### src/design/tcc_pkg.sv
// ----------------------------------------------------------------------------
// tcc_pkg
// Shared types and constants for the trapezoidal coulomb counter.
// ----------------------------------------------------------------------------
package tcc_pkg;

   // Request action codes
   localparam logic [1:0] ACT_SAMPLE  = 2'd0;
   localparam logic [1:0] ACT_SET     = 2'd1;
   localparam logic [1:0] ACT_RESTORE = 2'd2;

   // CSR register index (paddr[2])
   localparam logic REG_INTERVAL = 1'b0;
   localparam logic REG_DELTA    = 1'b1;

   localparam logic [31:0] INTERVAL_RESET = 32'd60000;
   localparam logic [31:0] DELTA_RESET    = 32'd1000;

   // Serial multiplier: one bit of dt per cycle
   localparam int          DT_W      = 16;
   localparam int          MUL_CNT_W = 5;
   localparam logic [MUL_CNT_W-1:0] MUL_STEPS = 5'd16;

   // Serial divider
   localparam int          DIV_W       = 20;
   localparam int          DIV_CNT_W   = 7;
   localparam int          NUM_W       = 49;
   localparam logic [DIV_W-1:0]     DIVISOR_Q  = 20'd360000;
   localparam logic [DIV_W-1:0]     DIVISOR_O  = 20'd10;
   localparam logic [DIV_CNT_W-1:0] QDIV_STEPS = 7'd49;
   localparam logic [DIV_CNT_W-1:0] ODIV_STEPS = 7'd64;

   typedef struct packed {
      logic                 start;
      logic [DIV_CNT_W-1:0] count;
      logic [DIV_W-1:0]     divisor;
   } div_cmd_type;

   typedef enum logic [3:0] {
      ST_IDLE,
      ST_DECODE,
      ST_MUL_GO,
      ST_MUL_WAIT,
      ST_NUM,
      ST_QDIV_GO,
      ST_QDIV_WAIT,
      ST_APPLY,
      ST_DIFF,
      ST_MAG,
      ST_CHECK,
      ST_ODIV_GO,
      ST_ODIV_WAIT,
      ST_SAT,
      ST_DONE
   } tcc_state_type;

endpackage

### src/design/tcc_mul.sv
// ----------------------------------------------------------------------------
// tcc_mul
// Bit-serial signed x unsigned multiplier, one multiplier bit per cycle.
// ----------------------------------------------------------------------------
module tcc_mul (
   input  logic                            clock,
   input  logic                            reset,
   input  logic                            start,
   input  logic [31:0]                     multiplicand, // signed
   input  logic [tcc_pkg::DT_W-1:0]        multiplier,   // unsigned
   output logic [47:0]                     product,      // signed
   output logic                            busy,
   output logic                            done
);

   logic [tcc_pkg::MUL_CNT_W-1:0] cnt_ff, cnt_in;
   logic [32:0]                   hi_ff, hi_in;
   logic [tcc_pkg::DT_W-1:0]      lo_ff, lo_in;
   logic [31:0]                   mcand_ff, mcand_in;
   logic [32:0]                   hi_sum;

   assign busy = (cnt_ff != '0);
   assign done = busy && (cnt_ff == tcc_pkg::MUL_CNT_W'(1));

   // partial product add, then arithmetic shift right of {hi, lo}
   assign hi_sum = lo_ff[0] ? (hi_ff + {mcand_ff[31], mcand_ff}) : hi_ff;

   always_comb begin
      cnt_in   = cnt_ff;
      hi_in    = hi_ff;
      lo_in    = lo_ff;
      mcand_in = mcand_ff;
      if (start) begin
         cnt_in   = tcc_pkg::MUL_STEPS;
         hi_in    = '0;
         lo_in    = multiplier;
         mcand_in = multiplicand;
      end else if (busy) begin
         cnt_in = cnt_ff - tcc_pkg::MUL_CNT_W'(1);
         hi_in  = {hi_sum[32], hi_sum[32:1]};
         lo_in  = {hi_sum[0], lo_ff[tcc_pkg::DT_W-1:1]};
      end
   end

   always_ff @(posedge clock) begin
      if (reset) begin
         cnt_ff <= '0;
      end else begin
         cnt_ff <= cnt_in;
      end
   end

   always_ff @(posedge clock) begin
      hi_ff    <= hi_in;
      lo_ff    <= lo_in;
      mcand_ff <= mcand_in;
   end

   assign product = {hi_ff[31:0], lo_ff};

endmodule

### src/design/tcc_div.sv
// ----------------------------------------------------------------------------
// tcc_div
// Restoring bit-serial divider, one quotient bit per cycle.
// ----------------------------------------------------------------------------
module tcc_div (
   input  logic                        clock,
   input  logic                        reset,
   input  tcc_pkg::div_cmd_type        cmd,
   input  logic [63:0]                 dividend,  // msb-aligned
   output logic [63:0]                 quotient,  // low count bits
   output logic [tcc_pkg::DIV_W-1:0]   remainder,
   output logic                        busy,
   output logic                        done
);

   logic [tcc_pkg::DIV_CNT_W-1:0] cnt_ff, cnt_in;
   logic [63:0]                   q_ff, q_in;
   logic [tcc_pkg::DIV_W-1:0]     r_ff, r_in;
   logic [tcc_pkg::DIV_W-1:0]     d_ff, d_in;
   logic [tcc_pkg::DIV_W-1:0]     r_shift;
   logic                          fits;

   assign busy    = (cnt_ff != '0);
   assign done    = busy && (cnt_ff == tcc_pkg::DIV_CNT_W'(1));
   // remainder stays below the divisor, so its top bit is always clear
   assign r_shift = {r_ff[tcc_pkg::DIV_W-2:0], q_ff[63]};
   assign fits    = (r_shift >= d_ff);

   always_comb begin
      cnt_in = cnt_ff;
      q_in   = q_ff;
      r_in   = r_ff;
      d_in   = d_ff;
      if (cmd.start) begin
         cnt_in = cmd.count;
         q_in   = dividend;
         r_in   = '0;
         d_in   = cmd.divisor;
      end else if (busy) begin
         cnt_in = cnt_ff - tcc_pkg::DIV_CNT_W'(1);
         q_in   = {q_ff[62:0], fits};
         r_in   = fits ? (r_shift - d_ff) : r_shift;
      end
   end

   always_ff @(posedge clock) begin
      if (reset) begin
         cnt_ff <= '0;
      end else begin
         cnt_ff <= cnt_in;
      end
   end

   always_ff @(posedge clock) begin
      q_ff <= q_in;
      r_ff <= r_in;
      d_ff <= d_in;
   end

   assign quotient  = q_ff;
   assign remainder = r_ff;

endmodule

### src/design/trapezoidal_coulomb_counter_unit.sv
// ----------------------------------------------------------------------------
// trapezoidal_coulomb_counter_unit
// Trapezoidal coulomb counter: integrates current samples into charge.
// ----------------------------------------------------------------------------
// Flow from the accepting edge to rsp_tvalid: an integrating sample runs the serial
//   multiply, the divide by 360000 and then the divide by 10; set, restore, first sample,
//   zero dt and unused action run the divide by 10 only; an uninitialised beat skips both.
// One item at a time: next beat taken the cycle after the result moves to the
//   output register.
// Synchronous active-high reset clears all counter state, CSRs to defaults.
// ----------------------------------------------------------------------------
module trapezoidal_coulomb_counter_unit (
   input  logic        clock,
   input  logic        reset,

   // request channel
   input  logic        req_tvalid,
   output logic        req_tready,
   input  logic [79:0] req_tdata,  // [31:0] sample_current, [47:32] dt_ms,
                                   // [79:48] preset_mah_x100
   input  logic [1:0]  req_tuser,  // [1:0] action

   // result channel
   output logic        rsp_tvalid,
   input  logic        rsp_tready,
   output logic [39:0] rsp_tdata,  // [31:0] charge_mah_x100, [32] save_request,
                                   // [39:33] zero
   output logic        rsp_tuser,  // [0] status

   // CSR port
   input  logic        csr_psel,
   input  logic        csr_penable,
   input  logic        csr_pwrite,
   input  logic [2:0]  csr_paddr,
   input  logic [31:0] csr_pwdata,
   output logic [31:0] csr_prdata,
   output logic        csr_pready
);

   tcc_pkg::tcc_state_type state_ff, state_in;

   // CSRs
   logic [31:0] interval_ff;
   logic [31:0] thr_ff;

   // counter state
   logic [63:0] acc_ff;       // charge, 0.001 mAh
   logic [19:0] rem_ff;       // signed carried remainder
   logic [31:0] prev_ff;      // previous current sample
   logic        have_prev_ff;
   logic        ready_ff;     // restore seen
   logic [63:0] saved_ff;     // charge at last save
   logic [31:0] tss_ff;       // ms since last save

   // latched beat
   logic [1:0]  action_ff;
   logic [31:0] cur_ff;
   logic [15:0] dt_ff;
   logic [31:0] preset_ff;

   // working registers
   logic [31:0] avg_ff;
   logic [48:0] num_ff;
   logic [63:0] diff_ff;
   logic [63:0] mag_ff;
   logic        status_ff;
   logic        save_ff;
   logic [31:0] charge_ff;

   // output register
   logic        rsp_valid_ff;
   logic [31:0] rsp_charge_ff;
   logic        rsp_save_ff;
   logic        rsp_status_ff;

   logic        req_beat;
   logic        rsp_load;
   logic        csr_write;

   logic        mul_start;
   logic [47:0] mul_product;
   logic        mul_busy;
   logic        mul_done;

   tcc_pkg::div_cmd_type div_cmd;
   logic [63:0] div_dividend;
   logic [63:0] div_quotient;
   logic [tcc_pkg::DIV_W-1:0] div_remainder;
   logic        div_busy;
   logic        div_done;

   logic [63:0] preset_x10;
   logic [63:0] preset_ext;
   logic [32:0] cur_sum;
   logic [31:0] avg_next;
   logic [48:0] num_abs;
   logic [63:0] acc_abs;
   logic        integrate;
   logic [63:0] delta_mask;
   logic [19:0] rem_signed;
   logic [31:0] sat_charge;
   logic        hit_time;
   logic        hit_delta;

   // ------------------------------------------------------------------------
   // Handshakes
   // ------------------------------------------------------------------------
   assign req_beat  = req_tvalid && req_tready;
   // result moves to the output register once that register is free
   assign rsp_load  = (state_ff == tcc_pkg::ST_DONE) && (!rsp_valid_ff || rsp_tready);
   assign csr_write = csr_psel && csr_penable && csr_pwrite && csr_pready;

   assign csr_pready = 1'b1;
   assign csr_prdata = (csr_paddr[2] == tcc_pkg::REG_DELTA) ? thr_ff : interval_ff;

   assign rsp_tvalid = rsp_valid_ff;
   assign rsp_tdata  = {7'd0, rsp_save_ff, rsp_charge_ff};
   assign rsp_tuser  = rsp_status_ff;

   // ------------------------------------------------------------------------
   // Datapath helpers
   // ------------------------------------------------------------------------
   // preset * 10 as 8x + 2x
   assign preset_ext = {{32{preset_ff[31]}}, preset_ff};
   assign preset_x10 = {preset_ext[60:0], 3'b000} + {preset_ext[62:0], 1'b0};

   // average truncated toward zero: floor, plus one when negative and odd
   assign cur_sum  = {prev_ff[31], prev_ff} + {cur_ff[31], cur_ff};
   assign avg_next = cur_sum[32:1] + {31'd0, cur_sum[32] & cur_sum[0]};

   assign integrate = have_prev_ff && (dt_ff != 16'd0);

   assign num_abs = num_ff[48] ? (~num_ff + 49'd1) : num_ff;
   assign acc_abs = acc_ff[63] ? (~acc_ff + 64'd1) : acc_ff;

   // signed quotient folded into the accumulator add
   assign delta_mask = {64{num_ff[48]}};
   assign rem_signed = num_ff[48] ? (~div_remainder + 20'd1) : div_remainder;

   assign hit_time  = (tss_ff >= interval_ff);
   assign hit_delta = (mag_ff >= {32'd0, thr_ff});

   // saturate |acc|/10 with the sign of acc to int32
   always_comb begin
      if (!acc_ff[63]) begin
         sat_charge = (div_quotient > 64'h0000_0000_7FFF_FFFF) ? 32'h7FFF_FFFF
                                                              : div_quotient[31:0];
      end else begin
         sat_charge = (div_quotient > 64'h0000_0000_8000_0000) ? 32'h8000_0000
                                                              : (~div_quotient[31:0] + 32'd1);
      end
   end

   // ------------------------------------------------------------------------
   // Serial units
   // ------------------------------------------------------------------------
   tcc_mul u_mul (
      .clock        (clock),
      .reset        (reset),
      .start        (mul_start),
      .multiplicand (avg_ff),
      .multiplier   (dt_ff),
      .product      (mul_product),
      .busy         (mul_busy),
      .done         (mul_done)
   );

   tcc_div u_div (
      .clock     (clock),
      .reset     (reset),
      .cmd       (div_cmd),
      .dividend  (div_dividend),
      .quotient  (div_quotient),
      .remainder (div_remainder),
      .busy      (div_busy),
      .done      (div_done)
   );

   // ------------------------------------------------------------------------
   // Sequencer: next state
   // ------------------------------------------------------------------------
   always_comb begin
      state_in = state_ff;
      case (state_ff)
         tcc_pkg::ST_IDLE: begin
            if (req_beat) state_in = tcc_pkg::ST_DECODE;
         end
         tcc_pkg::ST_DECODE: begin
            if (action_ff == tcc_pkg::ACT_RESTORE) begin
               state_in = tcc_pkg::ST_ODIV_GO;
            end else if (!ready_ff) begin
               state_in = tcc_pkg::ST_DONE;
            end else if ((action_ff == tcc_pkg::ACT_SAMPLE) && integrate) begin
               state_in = tcc_pkg::ST_MUL_GO;
            end else begin
               state_in = tcc_pkg::ST_ODIV_GO;
            end
         end
         tcc_pkg::ST_MUL_GO:    state_in = tcc_pkg::ST_MUL_WAIT;
         tcc_pkg::ST_MUL_WAIT: begin
            if (mul_done) state_in = tcc_pkg::ST_NUM;
         end
         tcc_pkg::ST_NUM:       state_in = tcc_pkg::ST_QDIV_GO;
         tcc_pkg::ST_QDIV_GO:   state_in = tcc_pkg::ST_QDIV_WAIT;
         tcc_pkg::ST_QDIV_WAIT: begin
            if (div_done) state_in = tcc_pkg::ST_APPLY;
         end
         tcc_pkg::ST_APPLY:     state_in = tcc_pkg::ST_DIFF;
         tcc_pkg::ST_DIFF:      state_in = tcc_pkg::ST_MAG;
         tcc_pkg::ST_MAG:       state_in = tcc_pkg::ST_CHECK;
         tcc_pkg::ST_CHECK:     state_in = tcc_pkg::ST_ODIV_GO;
         tcc_pkg::ST_ODIV_GO:   state_in = tcc_pkg::ST_ODIV_WAIT;
         tcc_pkg::ST_ODIV_WAIT: begin
            if (div_done) state_in = tcc_pkg::ST_SAT;
         end
         tcc_pkg::ST_SAT:       state_in = tcc_pkg::ST_DONE;
         tcc_pkg::ST_DONE: begin
            if (rsp_load) state_in = tcc_pkg::ST_IDLE;
         end
         default:               state_in = tcc_pkg::ST_IDLE;
      endcase
   end

   // ------------------------------------------------------------------------
   // Sequencer: outputs
   // ------------------------------------------------------------------------
   always_comb begin
      req_tready      = 1'b0;
      mul_start       = 1'b0;
      div_cmd.start   = 1'b0;
      div_cmd.count   = tcc_pkg::ODIV_STEPS;
      div_cmd.divisor = tcc_pkg::DIVISOR_O;
      div_dividend    = acc_abs;
      case (state_ff)
         tcc_pkg::ST_IDLE:    req_tready = 1'b1;
         tcc_pkg::ST_MUL_GO:  mul_start  = 1'b1;
         tcc_pkg::ST_QDIV_GO: begin
            // |num| left-aligned so 49 steps leave the quotient in the low bits
            div_cmd.start   = 1'b1;
            div_cmd.count   = tcc_pkg::QDIV_STEPS;
            div_cmd.divisor = tcc_pkg::DIVISOR_Q;
            div_dividend    = {num_abs, 15'd0};
         end
         tcc_pkg::ST_ODIV_GO: div_cmd.start = 1'b1;
         default: ;
      endcase
   end

   // ------------------------------------------------------------------------
   // Control and counter state
   // ------------------------------------------------------------------------
   always_ff @(posedge clock) begin
      if (reset) begin
         state_ff     <= tcc_pkg::ST_IDLE;
         rsp_valid_ff <= 1'b0;
         interval_ff  <= tcc_pkg::INTERVAL_RESET;
         thr_ff       <= tcc_pkg::DELTA_RESET;
         acc_ff       <= '0;
         rem_ff       <= '0;
         prev_ff      <= '0;
         have_prev_ff <= 1'b0;
         ready_ff     <= 1'b0;
         saved_ff     <= '0;
         tss_ff       <= '0;
      end else begin
         state_ff <= state_in;

         if (rsp_load) begin
            rsp_valid_ff <= 1'b1;
         end else if (rsp_tready) begin
            rsp_valid_ff <= 1'b0;
         end

         if (csr_write) begin
            if (csr_paddr[2] == tcc_pkg::REG_DELTA) begin
               thr_ff <= csr_pwdata;
            end else begin
               interval_ff <= csr_pwdata;
            end
         end

         case (state_ff)
            tcc_pkg::ST_DECODE: begin
               if (action_ff == tcc_pkg::ACT_RESTORE) begin
                  acc_ff       <= preset_x10;
                  saved_ff     <= preset_x10;
                  rem_ff       <= '0;
                  prev_ff      <= '0;
                  have_prev_ff <= 1'b0;
                  ready_ff     <= 1'b1;
                  tss_ff       <= '0;
               end else if (!ready_ff) begin
                  // uninitialised: state untouched
               end else if (action_ff == tcc_pkg::ACT_SET) begin
                  acc_ff   <= preset_x10;
                  saved_ff <= preset_x10;
                  tss_ff   <= '0;
               end else if ((action_ff == tcc_pkg::ACT_SAMPLE) && !integrate) begin
                  // first sample or zero dt: record current only
                  prev_ff      <= cur_ff;
                  have_prev_ff <= 1'b1;
               end
            end
            tcc_pkg::ST_APPLY: begin
               acc_ff  <= acc_ff + (div_quotient ^ delta_mask) + {63'd0, num_ff[48]};
               rem_ff  <= rem_signed;
               prev_ff <= cur_ff;
               tss_ff  <= tss_ff + {16'd0, dt_ff};
            end
            tcc_pkg::ST_CHECK: begin
               if (hit_time || hit_delta) begin
                  saved_ff <= acc_ff;
                  tss_ff   <= '0;
               end
            end
            default: ;
         endcase
      end
   end

   // ------------------------------------------------------------------------
   // Payload registers
   // ------------------------------------------------------------------------
   always_ff @(posedge clock) begin
      if (req_beat) begin
         action_ff <= req_tuser;
         cur_ff    <= req_tdata[31:0];
         dt_ff     <= req_tdata[47:32];
         preset_ff <= req_tdata[79:48];
      end

      case (state_ff)
         tcc_pkg::ST_DECODE: begin
            avg_ff    <= avg_next;
            status_ff <= !ready_ff && (action_ff != tcc_pkg::ACT_RESTORE);
            save_ff   <= ready_ff && (action_ff == tcc_pkg::ACT_SET);
            charge_ff <= '0;
         end
         tcc_pkg::ST_NUM: begin
            num_ff <= {mul_product[47], mul_product} + {{29{rem_ff[19]}}, rem_ff};
         end
         tcc_pkg::ST_DIFF:  diff_ff <= acc_ff - saved_ff;
         tcc_pkg::ST_MAG:   mag_ff  <= diff_ff[63] ? (~diff_ff + 64'd1) : diff_ff;
         tcc_pkg::ST_CHECK: save_ff <= hit_time || hit_delta;
         tcc_pkg::ST_SAT:   charge_ff <= sat_charge;
         default: ;
      endcase

      if (rsp_load) begin
         rsp_charge_ff <= charge_ff;
         rsp_save_ff   <= save_ff;
         rsp_status_ff <= status_ff;
      end
   end

   // ------------------------------------------------------------------------
   // Assertions
   // ------------------------------------------------------------------------
   // serial units are quiet whenever a new beat may be taken
   a_idle_units: assert property (@(posedge clock) disable iff (reset)
      (state_ff == tcc_pkg::ST_IDLE) |-> (!mul_busy && !div_busy))
      else $error("serial unit busy while idle");

   // before a restore nothing integrates or ages
   a_uninit_quiet: assert property (@(posedge clock) disable iff (reset)
      !ready_ff |-> ((acc_ff == 64'd0) && (tss_ff == 32'd0) && (rem_ff == 20'd0)))
      else $error("state moved before restore");

   // carried remainder stays strictly inside the divisor
   a_rem_range: assert property (@(posedge clock) disable iff (reset)
      ($signed(rem_ff) < $signed(20'sd360000)) && ($signed(rem_ff) > -$signed(20'sd360000)))
      else $error("remainder out of range");

   // an uninitialised result carries zero charge and no save
   a_uninit_result: assert property (@(posedge clock) disable iff (reset)
      (rsp_valid_ff && rsp_status_ff) |-> ((rsp_charge_ff == 32'd0) && !rsp_save_ff))
      else $error("uninitialised result not cleared");

endmodule

### config.mk
export PLATFORM = sky130hd
export DESIGN_NAME = trapezoidal_coulomb_counter_unit
export DESIGN_NICKNAME = d
export VERILOG_FILES = /design/src/design/tcc_pkg.sv /design/src/design/tcc_mul.sv /design/src/design/tcc_div.sv /design/src/design/trapezoidal_coulomb_counter_unit.sv
export SDC_FILE = /design/constraint.sdc
export NUM_CORES = 2
export LEC_CHECK = 0
export BUFFER_PORTS_ARGS = -buffer_cell sky130_fd_sc_hd__buf_2
export CAP_MARGIN = 0
export CORE_MARGIN = 1.5
export CORE_UTILIZATION = 35
export DETAILED_ROUTE_END_ITERATION = 6
export PLACE_DENSITY_LB_ADDON = 0.08
export SLEW_MARGIN = 10
export SYNTH_ARGS = -nofsm -noshare
export SYNTH_HDL_FRONTEND = slang
export SYNTH_SLANG_ARGS = --single-unit
### constraint.sdc
create_clock -name clock -period 5.7 [get_ports clock]
set_input_delay 1.71 -clock clock [delete_from_list [all_inputs] [get_ports clock]]
set_output_delay 1.71 -clock clock [all_outputs]
set_load 0.03 [all_outputs]
==> flow_metrics.py <==
metrics = {
    "status": {
        "status": "complete, no violations",
    },
    "final_layout": {
        "nets": 6715,
        "multi_input_area_sq_um": 31000,
        "areaGrowthSynthToFinish_pct": 12.2,
        "seqCellArea_sq_um": 21200,
        "drive_gt1_frac": 0.0853,
        "nFillCells": 15700,
    },
    "flow_run": {
        "cap_viol_max_count": 0,
    },
    "power": {
        "comb_power_share": 0.508,
        "power_leakage_nw": 24.0,
        "switchingPower_w": 0.0160,
        "powerDensity_nw_per_um2": 585,
        "clkPwrFrac": 0.190,
        "swShare": 0.448,
        "peakVddDrop_v": 0.000471,
        "internal-power_w": 0.0197,
        "seqPwrFrac": 0.302,
    },
    "worst_setup_path": {
        "critPathTopFamily": "compound AO/OA/AOI/OAI gates",
        "end_kind": "register",
        "cp-start-kind": "register",
        "slowest_stage": "edfxtp_1",
        "path_buf_inv": 1,
        "crit_chain": "ha_1, a21o_1, a311o_1, nor4_1, a21oi_1, a211oi_1, o21ai_0, a21oi_1, o21ai_0, o21ai_0, and2_1, ha_1, ha_1, nand2_1, nor2_1, nand4b_1, or3_1, nor4_2, buf_4, nand4_1, xnor2_1",
        "crit_arrival_ps": 5640,
        "cp.required_ps": 6160,
        "critPathMaxStageDelay_ps": 390,
        "crit_fanout": 5,
        "path_class": "register to register",
    },
    "route": {
        "detail_route.wirelength_um": 181000,
        "drtAntennaViolNets": 0,
        "wl_per_cell_um": 21.8,
        "dr.pass1.iters": 6,
        "drc": 0,
        "via_per_inst": 5.51,
        "vias": 45900,
        "drt_iter0_drc": 3501,
    },
    "global_route": {
        "grt.overflow.total": 0,
        "grt_pass1_wl_um": 274000,
        "grt_use_total": 0.225,
        "grt_max_degree": 95,
        "grt_antenna_before_repair": 10,
        "grt_pass1_vias": 43900,
    },
    "clock_tree": {
        "tritoncts": "built",
        "post_cts_buffers": 0,
        "clk_latency_ps": 720,
        "hold_buffers": 0,
        "cts_inserted_buffers": 101,
        "clock-root-buffer": "clkbuf_16",
        "clk_path_buf_depth": 3,
        "cts.sinks": 820,
        "cts.htree.levels": 3,
        "cts.clk_slew.worst_paths_ps": 60,
        "ctsResizeCount": 0,
    },
    "die": {
        "dieWidth_um": 397,
        "row_count": 144,
        "coreArea_sq_um": 154000,
        "ios": 200,
        "dieHeight_um": 397,
        "start_util": 0.352,
        "dieArea_sq_um": 157000,
    },
    "yosys": {
        "yosysUniqueCellTypes": 97,
        "synthTopCellsByCount": "nand2_1, a21oi_1, edfxtp_1",
        "synth_area_leaders": "edfxtp_1, dfxtp_1, ha_1",
        "yosysSeqAreaShare": 0.390,
        "synth_edf_count": 473,
        "synth.avg_cell_area_sq_um": 8.84,
        "synth_top_cell_by_area": "edfxtp_1",
        "synthCells": 6142,
        "ys_ff_latch": 820,
        "synth-async-reset-ratio": 0,
        "yosys.area.top_type_share": 0.262,
        "synth_most_common_cell": "nand2_1",
        "yosysWarningCount": 0,
        "ys.flop_type": "edfxtp_1",
        "syn-cell-area_sq_um": 54300,
    },
    "sta": {
        "setup_viol": 0,
        "hold_viol_final": 0,
        "slew_viol_final": 0,
        "setup_tns_ps": 0,
        "tightest_slew_ps": 1130,
        "fmax_ghz": 0.193,
        "slew_headroom": 0.247,
        "timing.hold.ws_ps": 412,
        "fin_worst_skew_ps": 33.5,
        "rsz0062_at_grt": "no",
        "post-route-period-util": 0.908,
        "finalWorstSetupSlack_ps": 522,
        "period_needed_ps": 5180,
    },
    "min_path": {
        "hold_class": "register to register",
    },
    "placed_design": {
        "dpl.hpwl_um": 140000,
        "port_buffers": 189,
        "pre_cts_ws_ps": 514,
        "place_congestion": 0.930,
    },
}
## per-stage QoR
stage	cells	power [W]	utilization	area, sq um
after CTS	8340	0.0359	0.395	60900
final	8343	0.0356	0.395	60900
after detailed placement	8150	0.0289	0.372	57400
after global routing	8342	0.0382	0.395	60900
after floorplan	6148	0.0232	-	54300
after global placement	8150	0.0289	0.372	57400
## cell families after synthesis
| family | synth area share |
|---|---|
| flops | 0.390 |
| mux | 0.00729 |
| buf+inv | 0.0414 |
| other cells | 0.000138 |
| simple gates | 0.165 |
| fa+ha+maj | 0.0890 |
| xor+xnor | 0.0894 |
| compound gates | 0.218 |
## per-layer routing
metal,up-vias,track usage,wire length (um)
met5,-,0,0
met4,0,0.0829,7190
met3,261,0.0220,6780
met2,976,0.372,85300
met1,22100,0.304,82200
li1,22600,-,-
## worst paths after layout
path	to	startpoint	cells past startpoint	slack, ps
max	avg_ff[24]	cur_ff[13]	21	520
min	rsp_charge_ff[23]	charge_ff[23]	0	410
max reg2reg	avg_ff[24]	cur_ff[13]	21	520
min reg2reg	rsp_charge_ff[23]	charge_ff[23]	0	410
## power by group through the flow
stage	combinational (W)	sequential [W]	clock, W
floorplan	0.0132	0.00991	0
CTS	0.0181	0.0108	0.00695
global placement	0.0180	0.0109	0
detailed placement	0.0180	0.0109	0
finish	0.0181	0.0108	0.00677
global route	0.0201	0.0109	0.00717
## flip-flops by register name, summed over array words and instances, names as in the netlist, 20 cells and up
register,count
avg_ff,32
charge_ff,32
diff_ff,64
num_ff,49
u_div.quotient,64
prev_ff,32
acc_ff,64
saved_ff,64
u_div.remainder,20
u_mul.mcand_ff,32
rem_ff,20
cur_ff,32
mag_ff,64
u_mul.hi_ff,32
preset_ff,32
thr_ff,32
rsp_charge_ff,32
interval_ff,32
tss_ff,32
## final cells by class
type | instances | share of cell area
clock buffers | 130 | 0.0460
well taps | 2044 | 0.0420
diodes | 3 | 0.000123
flip-flops and latches | 820 | 0.347
inverters | 248 | 0.0153
multi-input cells | 4747 | 0.509
clock inverters | 60 | 0.0117
repair buffers | 291 | 0.0287
## worst register-to-register path, stage by stage, from the launching register on
cell and delay, ps:
edfxtp_1 390, ha_1 310, a21o_1 200, a311o_1 390, nor4_1 270, a21oi_1 170
a211oi_1 290, o21ai_0 210, a21oi_1 190, o21ai_0 100, o21ai_0 260, and2_1 220
ha_1 210, ha_1 200, nand2_1 80, nor2_1 240, nand4b_1 160, or3_1 390
nor4_2 170, buf_4 180, nand4_1 120, xnor2_1 160
## placed cells by master (no fill, tap or decap), drive strengths merged, types with 18 or more instances in the layout
cell type / count
a221oi: 30
xor2: 250
clkinv: 42
o211ai: 80
nand3: 145
and3: 45
xnor2: 304
clkbuf: 131
a21oi: 553
o21bai: 42
inv: 248
and2: 35
buf: 290
a311oi: 25
nor4: 59
nand2: 678
nor2: 471
a31oi: 51
nor3: 106
a21o: 191
a2111oi: 25
or3: 67
o22a: 19
ha: 375
o41ai: 31
nor2b: 56
o22ai: 24
mux2i: 35
a211oi: 132
o21a: 47
o31ai: 79
o21ai: 409
edfxtp: 473
nand4: 84
dfxtp: 347
nand2b: 47
or4: 31
or2: 30
a22oi: 18
Note: power is estimated with default switching activity, not from simulation.
